File: src/rtl/fbpm_pkg.sv
// Shared types and constants for the frame buffer pool manager.
package fbpm_pkg;

  localparam int MAX_FRAMES = 32;
  localparam int ID_W       = 5;
  localparam int CNT_W      = 6;
  localparam int CFG_DW     = 32;
  localparam int CFG_AW     = 2;

  localparam logic [CNT_W-1:0] CNT_SAT = '1;

  typedef enum logic [2:0] {
    OP_INIT       = 3'd0,
    OP_DEC_TAKE   = 3'd1,
    OP_DEC_REL    = 3'd2,
    OP_TO_DISP    = 3'd3,
    OP_DISP_TAKE  = 3'd4,
    OP_DISP_RET   = 3'd5,
    OP_RESET      = 3'd6
  } op_t;

  typedef enum logic [1:0] {
    ST_OK        = 2'd0,
    ST_EMPTY     = 2'd1,
    ST_RANGE     = 2'd2,
    ST_UNDERFLOW = 2'd3
  } status_t;

  typedef enum logic [1:0] {
    TAG_FREE   = 2'd0,
    TAG_QUEUED = 2'd1,
    TAG_HELD   = 2'd2
  } tag_t;

  typedef enum logic [CFG_AW-3+1:0] {
    REG_NUM_FRAMES = 1'b0
  } reg_idx_t;

  localparam logic [CFG_AW-1:0] NUM_FRAMES_ADDR = CFG_AW'(4 * REG_NUM_FRAMES);

  typedef struct packed {
    op_t             op;
    logic [ID_W-1:0] frame_id;
    logic            display;
  } fbpm_in_t;

  typedef struct packed {
    status_t          status;
    logic [ID_W-1:0]  frame_id_res;
    logic [CNT_W-1:0] free_count;
    logic [CNT_W-1:0] queued_count;
  } fbpm_out_t;

endpackage

File: src/rtl/frame_buffer_pool_manager_core.sv
// Frame buffer pool manager: free list, display queue and reference counts.
//
// One transaction is accepted on every clock cycle; busy stays low. The
// transaction is captured in an input register, the list and counter update
// is worked out in a single pass of logic over the register-held pool state,
// and the result is registered from that pass into out_data with out_strobe.
// The strobe lasts one cycle and the receiver cannot stall it. Frame ids
// are 5 bits and the pool holds up to 32 frames; the pool size register is
// read live by every transaction and is clamped to 1..32.
module frame_buffer_pool_manager_core (
  input  logic                          clk,
  input  logic                          rst_n,
  input  logic                          start,
  output logic                          busy,
  input  fbpm_pkg::fbpm_in_t            in_data,
  output logic                          out_strobe,
  output fbpm_pkg::fbpm_out_t           out_data,
  input  logic                          psel,
  input  logic                          penable,
  input  logic                          pwrite,
  input  logic [fbpm_pkg::CFG_AW-1:0]   paddr,
  input  logic [fbpm_pkg::CFG_DW-1:0]   pwdata,
  output logic [fbpm_pkg::CFG_DW-1:0]   prdata,
  output logic                          pready
);
  import fbpm_pkg::*;

  logic [CNT_W-1:0] num_frames_r;

  logic             item_vld_r;
  fbpm_in_t         item_r;
  logic             out_strobe_r;
  fbpm_out_t        out_data_r;

  logic [CNT_W-1:0] ref_r    [MAX_FRAMES];
  logic             shown_r  [MAX_FRAMES];
  tag_t             tag_r    [MAX_FRAMES];
  logic [ID_W-1:0]  next_r   [MAX_FRAMES];
  logic [ID_W-1:0]  prev_r   [MAX_FRAMES];
  logic [CNT_W-1:0] ref_nxt  [MAX_FRAMES];
  logic             shown_nxt[MAX_FRAMES];
  tag_t             tag_nxt  [MAX_FRAMES];
  logic [ID_W-1:0]  next_nxt [MAX_FRAMES];
  logic [ID_W-1:0]  prev_nxt [MAX_FRAMES];

  logic [ID_W-1:0]  free_head_r, free_tail_r, queue_head_r, queue_tail_r;
  logic [ID_W-1:0]  free_head_nxt, free_tail_nxt, queue_head_nxt, queue_tail_nxt;
  logic [CNT_W-1:0] free_len_r, queue_len_r, free_cnt_r, queue_cnt_r;
  logic [CNT_W-1:0] free_len_nxt, queue_len_nxt, free_cnt_nxt, queue_cnt_nxt;

  logic [CNT_W-1:0] pool_n;
  logic [ID_W-1:0]  tgt;
  logic [CNT_W-1:0] rc_rd;
  logic             sh_rd;
  tag_t             tg_rd;
  logic [ID_W-1:0]  nx_rd, pv_rd;
  logic             do_unlink, app_free, app_queue;
  logic             sel_queue;
  logic [ID_W-1:0]  lh, lt;
  logic [CNT_W-1:0] ll;
  status_t          status;
  logic [ID_W-1:0]  res_id;

  assign busy   = 1'b0;
  assign pready = 1'b1;
  assign prdata = {{(CFG_DW-CNT_W){1'b0}}, num_frames_r};

  assign out_strobe = out_strobe_r;
  assign out_data   = out_data_r;

  always_comb begin
    if (num_frames_r == '0) begin
      pool_n = CNT_W'(1);
    end else if (num_frames_r > CNT_W'(MAX_FRAMES)) begin
      pool_n = CNT_W'(MAX_FRAMES);
    end else begin
      pool_n = num_frames_r;
    end
  end

  always_comb begin
    case (item_r.op)
      OP_DEC_TAKE:  tgt = free_head_r;
      OP_DISP_TAKE: tgt = queue_head_r;
      default:      tgt = item_r.frame_id;
    endcase
  end

  assign rc_rd = ref_r[tgt];
  assign sh_rd = shown_r[tgt];
  assign tg_rd = tag_r[tgt];
  assign nx_rd = next_r[tgt];
  assign pv_rd = prev_r[tgt];

  always_comb begin
    for (int i = 0; i < MAX_FRAMES; i++) begin
      ref_nxt[i]   = ref_r[i];
      shown_nxt[i] = shown_r[i];
      tag_nxt[i]   = tag_r[i];
      next_nxt[i]  = next_r[i];
      prev_nxt[i]  = prev_r[i];
    end
    free_head_nxt  = free_head_r;
    free_tail_nxt  = free_tail_r;
    queue_head_nxt = queue_head_r;
    queue_tail_nxt = queue_tail_r;
    free_len_nxt   = free_len_r;
    queue_len_nxt  = queue_len_r;
    free_cnt_nxt   = free_cnt_r;
    queue_cnt_nxt  = queue_cnt_r;
    status    = ST_OK;
    res_id    = item_r.frame_id;
    do_unlink = 1'b0;
    app_free  = 1'b0;
    app_queue = 1'b0;
    sel_queue = 1'b0;
    lh = '0;
    lt = '0;
    ll = '0;

    if (item_vld_r) begin
      if ({1'b0, item_r.frame_id} >= pool_n) begin
        status = ST_RANGE;
      end else begin
        case (item_r.op)
          OP_INIT: begin
            for (int i = 0; i < MAX_FRAMES; i++) begin
              ref_nxt[i]   = '0;
              shown_nxt[i] = 1'b0;
              tag_nxt[i]   = (CNT_W'(i) < pool_n) ? TAG_FREE : TAG_HELD;
              next_nxt[i]  = (CNT_W'(i + 1) < pool_n) ? ID_W'(i + 1) : '0;
              prev_nxt[i]  = (i >= 1 && CNT_W'(i) < pool_n) ? ID_W'(i - 1) : '0;
            end
            free_head_nxt  = '0;
            free_tail_nxt  = ID_W'(pool_n - CNT_W'(1));
            queue_head_nxt = '0;
            queue_tail_nxt = '0;
            free_len_nxt   = pool_n;
            queue_len_nxt  = '0;
            free_cnt_nxt   = pool_n;
            queue_cnt_nxt  = '0;
          end
          OP_DEC_TAKE: begin
            if (free_len_r == '0) begin
              status = ST_EMPTY;
            end else begin
              res_id         = free_head_r;
              do_unlink      = 1'b1;
              ref_nxt[tgt]   = (rc_rd != CNT_SAT) ? rc_rd + CNT_W'(1) : rc_rd;
              shown_nxt[tgt] = 1'b0;
              if (free_cnt_r != '0) free_cnt_nxt = free_cnt_r - CNT_W'(1);
            end
          end
          OP_DEC_REL: begin
            if (rc_rd == '0) begin
              status = ST_UNDERFLOW;
            end else begin
              ref_nxt[tgt] = rc_rd - CNT_W'(1);
              if (rc_rd == CNT_W'(1) && sh_rd) begin
                do_unlink = 1'b1;
                app_free  = 1'b1;
              end
            end
          end
          OP_TO_DISP: begin
            if (item_r.display) begin
              do_unlink    = 1'b1;
              app_queue    = 1'b1;
              ref_nxt[tgt] = (rc_rd != CNT_SAT) ? rc_rd + CNT_W'(1) : rc_rd;
              if (queue_cnt_r != CNT_SAT) queue_cnt_nxt = queue_cnt_r + CNT_W'(1);
            end else begin
              shown_nxt[tgt] = 1'b1;
              if (rc_rd == '0) begin
                do_unlink = 1'b1;
                app_free  = 1'b1;
              end
            end
          end
          OP_DISP_TAKE: begin
            if (queue_len_r == '0) begin
              status = ST_EMPTY;
            end else begin
              res_id    = queue_head_r;
              do_unlink = 1'b1;
              if (queue_cnt_r != '0) queue_cnt_nxt = queue_cnt_r - CNT_W'(1);
            end
          end
          OP_DISP_RET: begin
            if (rc_rd == '0) begin
              status = ST_UNDERFLOW;
            end else begin
              shown_nxt[tgt] = 1'b1;
              ref_nxt[tgt]   = rc_rd - CNT_W'(1);
              if (rc_rd == CNT_W'(1)) begin
                do_unlink = 1'b1;
                app_free  = 1'b1;
              end
            end
          end
          OP_RESET: begin
            if (queue_len_r != '0) begin
              for (int i = 0; i < MAX_FRAMES; i++) begin
                if (tag_r[i] == TAG_QUEUED) tag_nxt[i] = TAG_FREE;
              end
              if (free_len_r == '0) begin
                free_head_nxt = queue_head_r;
              end else begin
                next_nxt[free_tail_r]  = queue_head_r;
                prev_nxt[queue_head_r] = free_tail_r;
              end
              free_tail_nxt  = queue_tail_r;
              free_len_nxt   = free_len_r + queue_len_r;
              queue_len_nxt  = '0;
              queue_head_nxt = '0;
              queue_tail_nxt = '0;
            end
            free_cnt_nxt  = pool_n;
            queue_cnt_nxt = '0;
          end
          default: begin
          end
        endcase
      end
    end

    // unlink target from whichever list holds it
    if (do_unlink && (tg_rd == TAG_FREE || tg_rd == TAG_QUEUED)) begin
      sel_queue = (tg_rd == TAG_QUEUED);
      lh = sel_queue ? queue_head_r : free_head_r;
      lt = sel_queue ? queue_tail_r : free_tail_r;
      ll = sel_queue ? queue_len_r  : free_len_r;
      if (ll != '0) begin
        if (ll == CNT_W'(1)) begin
          lh = '0;
          lt = '0;
        end else if (tgt == lh) begin
          lh = nx_rd;
        end else if (tgt == lt) begin
          lt = pv_rd;
        end else begin
          next_nxt[pv_rd] = nx_rd;
          prev_nxt[nx_rd] = pv_rd;
        end
        ll = ll - CNT_W'(1);
      end
      if (sel_queue) begin
        queue_head_nxt = lh;
        queue_tail_nxt = lt;
        queue_len_nxt  = ll;
      end else begin
        free_head_nxt = lh;
        free_tail_nxt = lt;
        free_len_nxt  = ll;
      end
    end
    if (do_unlink) tag_nxt[tgt] = TAG_HELD;

    if (app_free) begin
      if (free_len_nxt == '0) begin
        free_head_nxt = tgt;
      end else begin
        next_nxt[free_tail_nxt] = tgt;
        prev_nxt[tgt]           = free_tail_nxt;
      end
      free_tail_nxt = tgt;
      free_len_nxt  = free_len_nxt + CNT_W'(1);
      tag_nxt[tgt]  = TAG_FREE;
      if (free_cnt_r != CNT_SAT) free_cnt_nxt = free_cnt_r + CNT_W'(1);
    end

    if (app_queue) begin
      if (queue_len_nxt == '0) begin
        queue_head_nxt = tgt;
      end else begin
        next_nxt[queue_tail_nxt] = tgt;
        prev_nxt[tgt]            = queue_tail_nxt;
      end
      queue_tail_nxt = tgt;
      queue_len_nxt  = queue_len_nxt + CNT_W'(1);
      tag_nxt[tgt]   = TAG_QUEUED;
    end
  end

  always_ff @(posedge clk) begin
    if (!rst_n) begin
      num_frames_r <= CNT_W'(MAX_FRAMES);
      item_vld_r   <= 1'b0;
      out_strobe_r <= 1'b0;
      for (int i = 0; i < MAX_FRAMES; i++) begin
        ref_r[i]   <= '0;
        shown_r[i] <= 1'b0;
        tag_r[i]   <= TAG_FREE;
        next_r[i]  <= (i + 1 < MAX_FRAMES) ? ID_W'(i + 1) : '0;
        prev_r[i]  <= (i >= 1) ? ID_W'(i - 1) : '0;
      end
      free_head_r  <= '0;
      free_tail_r  <= ID_W'(MAX_FRAMES - 1);
      queue_head_r <= '0;
      queue_tail_r <= '0;
      free_len_r   <= CNT_W'(MAX_FRAMES);
      queue_len_r  <= '0;
      free_cnt_r   <= CNT_W'(MAX_FRAMES);
      queue_cnt_r  <= '0;
    end else begin
      if (psel && penable && pwrite && paddr == NUM_FRAMES_ADDR) begin
        num_frames_r <= pwdata[CNT_W-1:0];
      end
      item_vld_r   <= start && !busy;
      out_strobe_r <= item_vld_r;
      for (int i = 0; i < MAX_FRAMES; i++) begin
        ref_r[i]   <= ref_nxt[i];
        shown_r[i] <= shown_nxt[i];
        tag_r[i]   <= tag_nxt[i];
        next_r[i]  <= next_nxt[i];
        prev_r[i]  <= prev_nxt[i];
      end
      free_head_r  <= free_head_nxt;
      free_tail_r  <= free_tail_nxt;
      queue_head_r <= queue_head_nxt;
      queue_tail_r <= queue_tail_nxt;
      free_len_r   <= free_len_nxt;
      queue_len_r  <= queue_len_nxt;
      free_cnt_r   <= free_cnt_nxt;
      queue_cnt_r  <= queue_cnt_nxt;
    end
  end

  always_ff @(posedge clk) begin
    item_r                  <= in_data;
    out_data_r.status       <= status;
    out_data_r.frame_id_res <= res_id;
    out_data_r.free_count   <= free_cnt_nxt;
    out_data_r.queued_count <= queue_cnt_nxt;
  end

endmodule
File: config.mk
export PLATFORM = sky130hd
export DESIGN_NAME = frame_buffer_pool_manager_core
export DESIGN_NICKNAME = d
export VERILOG_FILES = /design/src/rtl/fbpm_pkg.sv /design/src/rtl/frame_buffer_pool_manager_core.sv
export SDC_FILE = /design/constraint.sdc
export NUM_CORES = 2
export LEC_CHECK = 0
export BUFFER_PORTS_ARGS = -buffer_cell sky130_fd_sc_hd__buf_2
export CELL_PAD_IN_SITES_DETAIL_PLACEMENT = 1
export CELL_PAD_IN_SITES_GLOBAL_PLACEMENT = 2
export CORE_MARGIN = 2
export CORE_UTILIZATION = 39
export DETAILED_ROUTE_END_ITERATION = 10
export GPL_TIMING_DRIVEN = 0
export MAX_ROUTING_LAYER = met4
export PLACE_DENSITY_LB_ADDON = 0.1
export SYNTH_ARGS = -nofsm -noshare
export SYNTH_HDL_FRONTEND = slang
export SYNTH_SLANG_ARGS = --single-unit
File: constraint.sdc
create_clock -name clk -period 7.5 [get_ports clk]
set_input_delay 0.375 -clock clk [delete_from_list [all_inputs] [get_ports clk]]
set_output_delay 0.375 -clock clk [all_outputs]
set_load 0.02 [all_outputs]
==> results_dict.tcl <==
set metrics [dict create \
    grt_max_degree 20 \
    synth_ff_type "dfxtp_1" \
    antenna_found_initial 49 \
    yosys.area.top_type "dfxtp_1" \
    slowest_delay_ns 1.11 \
    syn_area_per_cell_sq_um 7.77 \
    rows 127 \
    area_growth_pct 16.4 \
    die_x_microns 352 \
    timing.critical_path.mode_cell "buf_6" \
    critPathBufInv 8 \
    wl_per_cell_microns 45.6 \
    synth_xor_area_share_pct 0.668 \
    path_depth 20 \
    hold_viol_final 0 \
    relSlewSlack_pct -16.4 \
    irDropWorstVdd_mv 0.172 \
    violations "DRC, capacitance limit, slew limit, setup timing" \
    crit_required_ns 8.18 \
    ff_latch_area_sq_um 13900 \
    endpoint_kind "register" \
    place_inst 7790 \
    synthArstFlopShare_pct 0 \
    setup_viol 230 \
    cts_buffer_depth 3 \
    routed_wl_microns 369000 \
    outcome "complete, but fails checks" \
    fillers 14600 \
    io_buffers 47 \
    fmax_ghz 0.125 \
    htreeDepth 3 \
    rsz0062_at_grt "true" \
    numCtsBuffers 87 \
    dp_hpwl_microns 266000 \
    start_util_pct 39.4 \
    post-route-period-util_pct 107 \
    worstPathMaxFanout 10 \
    path_class "register to register" \
    clkTransAtPathRegs_ns 0.06 \
    hp-class "primary input to register" \
    seq_area_frac_synth_pct 29.5 \
    maxSlewViolCount 292 \
    place_ws_ns -2.93 \
    maxCapViolCount 31 \
    fin_ws_ns -0.517 \
    synth.distinct_cells 116 \
    synth_edf_count 17 \
    grt_usage_pct 58.5 \
    ant_nets 0 \
    crit_family "buffers and inverters" \
    viasPerCell 7.52 \
    multi_input_area_sq_um 31200 \
    syn_area_sq_um 47200 \
    synthMuxAreaShare_pct 12.0 \
    yosysWarnings 0 \
    power.density_nw_per_um2 210 \
    grt_pass1_wl_microns 489000 \
    leakage_nw 20.2 \
    worst_pin_slew_ns 1.75 \
    critPathLaunchType "register" \
    arrival_ns 8.70 \
    fin_nets 6402 \
    cp_slowest_cell "clkdlybuf4s15_1" \
    insertion_delay_ns 0.78 \
    stdcell_count 8078 \
    worst_r2r_path_depth 20 \
    cts_sinks 688 \
    ys_top_cells_by_count "830 x nand2_1, 677 x nor2_1, 671 x dfxtp_1" \
    cts-root-buf "clkbuf_16" \
    fin_skew_ns 0.0712 \
    drt_iter0_markers 11200 \
    synthAdderAreaFrac_pct 0.784 \
    overflow 0 \
    cp_cell_sequence "nand2b_1 > o211ai_1 > buf_6 > buf_6 > buf_6 > clkdlybuf4s15_1 > nand2_1 > nand3_1 > a21oi_1 > nor2_1 > nand4_1 > inv_1 > nor3_1 > o31ai_4 > clkbuf_4 > buf_4 > nor2_1 > a32oi_4 > buf_12 > mux2i_1" \
    holdWs_ns 0.246 \
    io_pins 103 \
    tritoncts "done" \
    first_pass_iters 11 \
    holdPathStages 2 \
    tns_ns -22.65 \
    synth_top_area_share_pct 28.4 \
    synth_compound_area_share_pct 28.7 \
    grt_pass1_vias 57100 \
    fp.coreArea_sq_um 120000 \
    yosys.area_share.simple_pct 22.2 \
    drc_errors 1 \
    utilization_pct 45.8 \
    ys_ff_latch 688 \
    num_vias 60700 \
    place.gp.congestion 1.15 \
    die_h_microns 352 \
    netlist_instances 6077 \
    synth_top_family_by_area "compound AO/OA/AOI/OAI gates" \
    die_area_sq_um 124000 \
    synth_area_leaders "dfxtp_1 28%, mux2i_1 12%, nand2_1 6.6%, nor2_1 5.4%, o21ai_0 4.5%" \
    period_needed_ns 8.02 \
    synth.most_common_cell "nand2_1" \
    drive_above_1_share_pct 12.6 \
]
-- metal layers --
layer,part of all wire [%],vias to the layer above,GRT usage (%)
met3,16,1929,29.5
met5,0,-,-
met1,36,29900,66.2
met4,11,0,50.8
met2,37,5686,74.6
li1,-,23200,-
-- placed cells by master, fill, tap and decap left out, types with 76 or more instances in the layout --
cell | synthesis | layout
o211ai_1 | 91 | 91
mux2i_1 | 546 | 537
clkbuf_16 | 0 | 89
and3_1 | 102 | 102
a211oi_1 | 129 | 128
nand2_1 | 830 | 827
clkbuf_1 | 396 | 341
a22oi_1 | 238 | 238
nor3_1 | 145 | 140
dfxtp_1 | 671 | 668
buf_4 | 60 | 117
a221oi_1 | 154 | 153
a21oi_1 | 323 | 318
o21ai_0 | 428 | 414
nor2_1 | 677 | 644
buf_2 | 92 | 101
diode_2 | 0 | 76
nand3_1 | 242 | 238
-- what timing repair did --
item                                   CTS  global route
setup endpoints to repair              662           381
hold buffers                            16             0
pin swaps                               12            11
resized for setup                      247           120
endpoints found under the hold margin   16             0
buffers inserted                        18            32
-- worst paths after layout --
path / startpoint / end / slack, ns
worst max-delay path: queue_head_r[0] / next_r[28][3] / -0.52
worst min-delay path: in_data[1] / item_r[1] / 0.25
worst max register to register: queue_head_r[0] / next_r[28][3] / -0.52
worst min register to register: shown_r[17] / shown_r[17] / 0.47
-- cells by family (layout without fill, tap and decap cells) --
kind of cell / count (synthesis) / count (layout)
compound gates: 1852 / 1852
xor+xnor: 36 / 36
fa+ha+maj: 29 / 29
buf+inv: 633 / 920
flops: 688 / 688
mux: 563 / 563
other cells: 2 / 104
simple gates: 2274 / 2274
-- area by class of cell --
type / instances / share of cell area (%)
buffer: 586 / 6.13
timing repair buffer: 142 / 2.22
sequential: 688 / 25.4
antenna: 76 / 0.346
inverter: 37 / 0.255
clock inverter: 23 / 0.683
clock buffer: 132 / 4.62
multi-input combinational: 4782 / 56.7
tap: 1612 / 3.67
-- state kept, by name (all words and copies together) (netlist names) --
signal / cells
free_cnt_r: 6
free_head_r: 5
free_len_r: 6
free_tail_r: 5
item_r: 9
item_vld_r: 1
next_r: 160
num_frames_r: 6
out_data: 19
out_strobe: 1
prev_r: 160
queue_cnt_r: 6
queue_head_r: 5
queue_len_r: 6
queue_tail_r: 5
ref_r: 192
shown_r: 32
tag_r: 64
-- report_power, final --
group	total, W	internal (W)	switching (W)	leakage, nW
sequential	0.00379	0.00373	0.0000641	5.61
clock	0.00455	0.00250	0.00205	1.42
combinational	0.00321	0.000662	0.00255	13.2
-- per-stage QoR --
step,total power [W],instance area [sq um]
floorplan,0.00515,47300
global placement,0.00656,49600
detailed placement,0.00660,50000
CTS,0.0111,54100
global route,0.0115,54900
finish,0.0116,55000
Power figures use the tool's default switching activity.
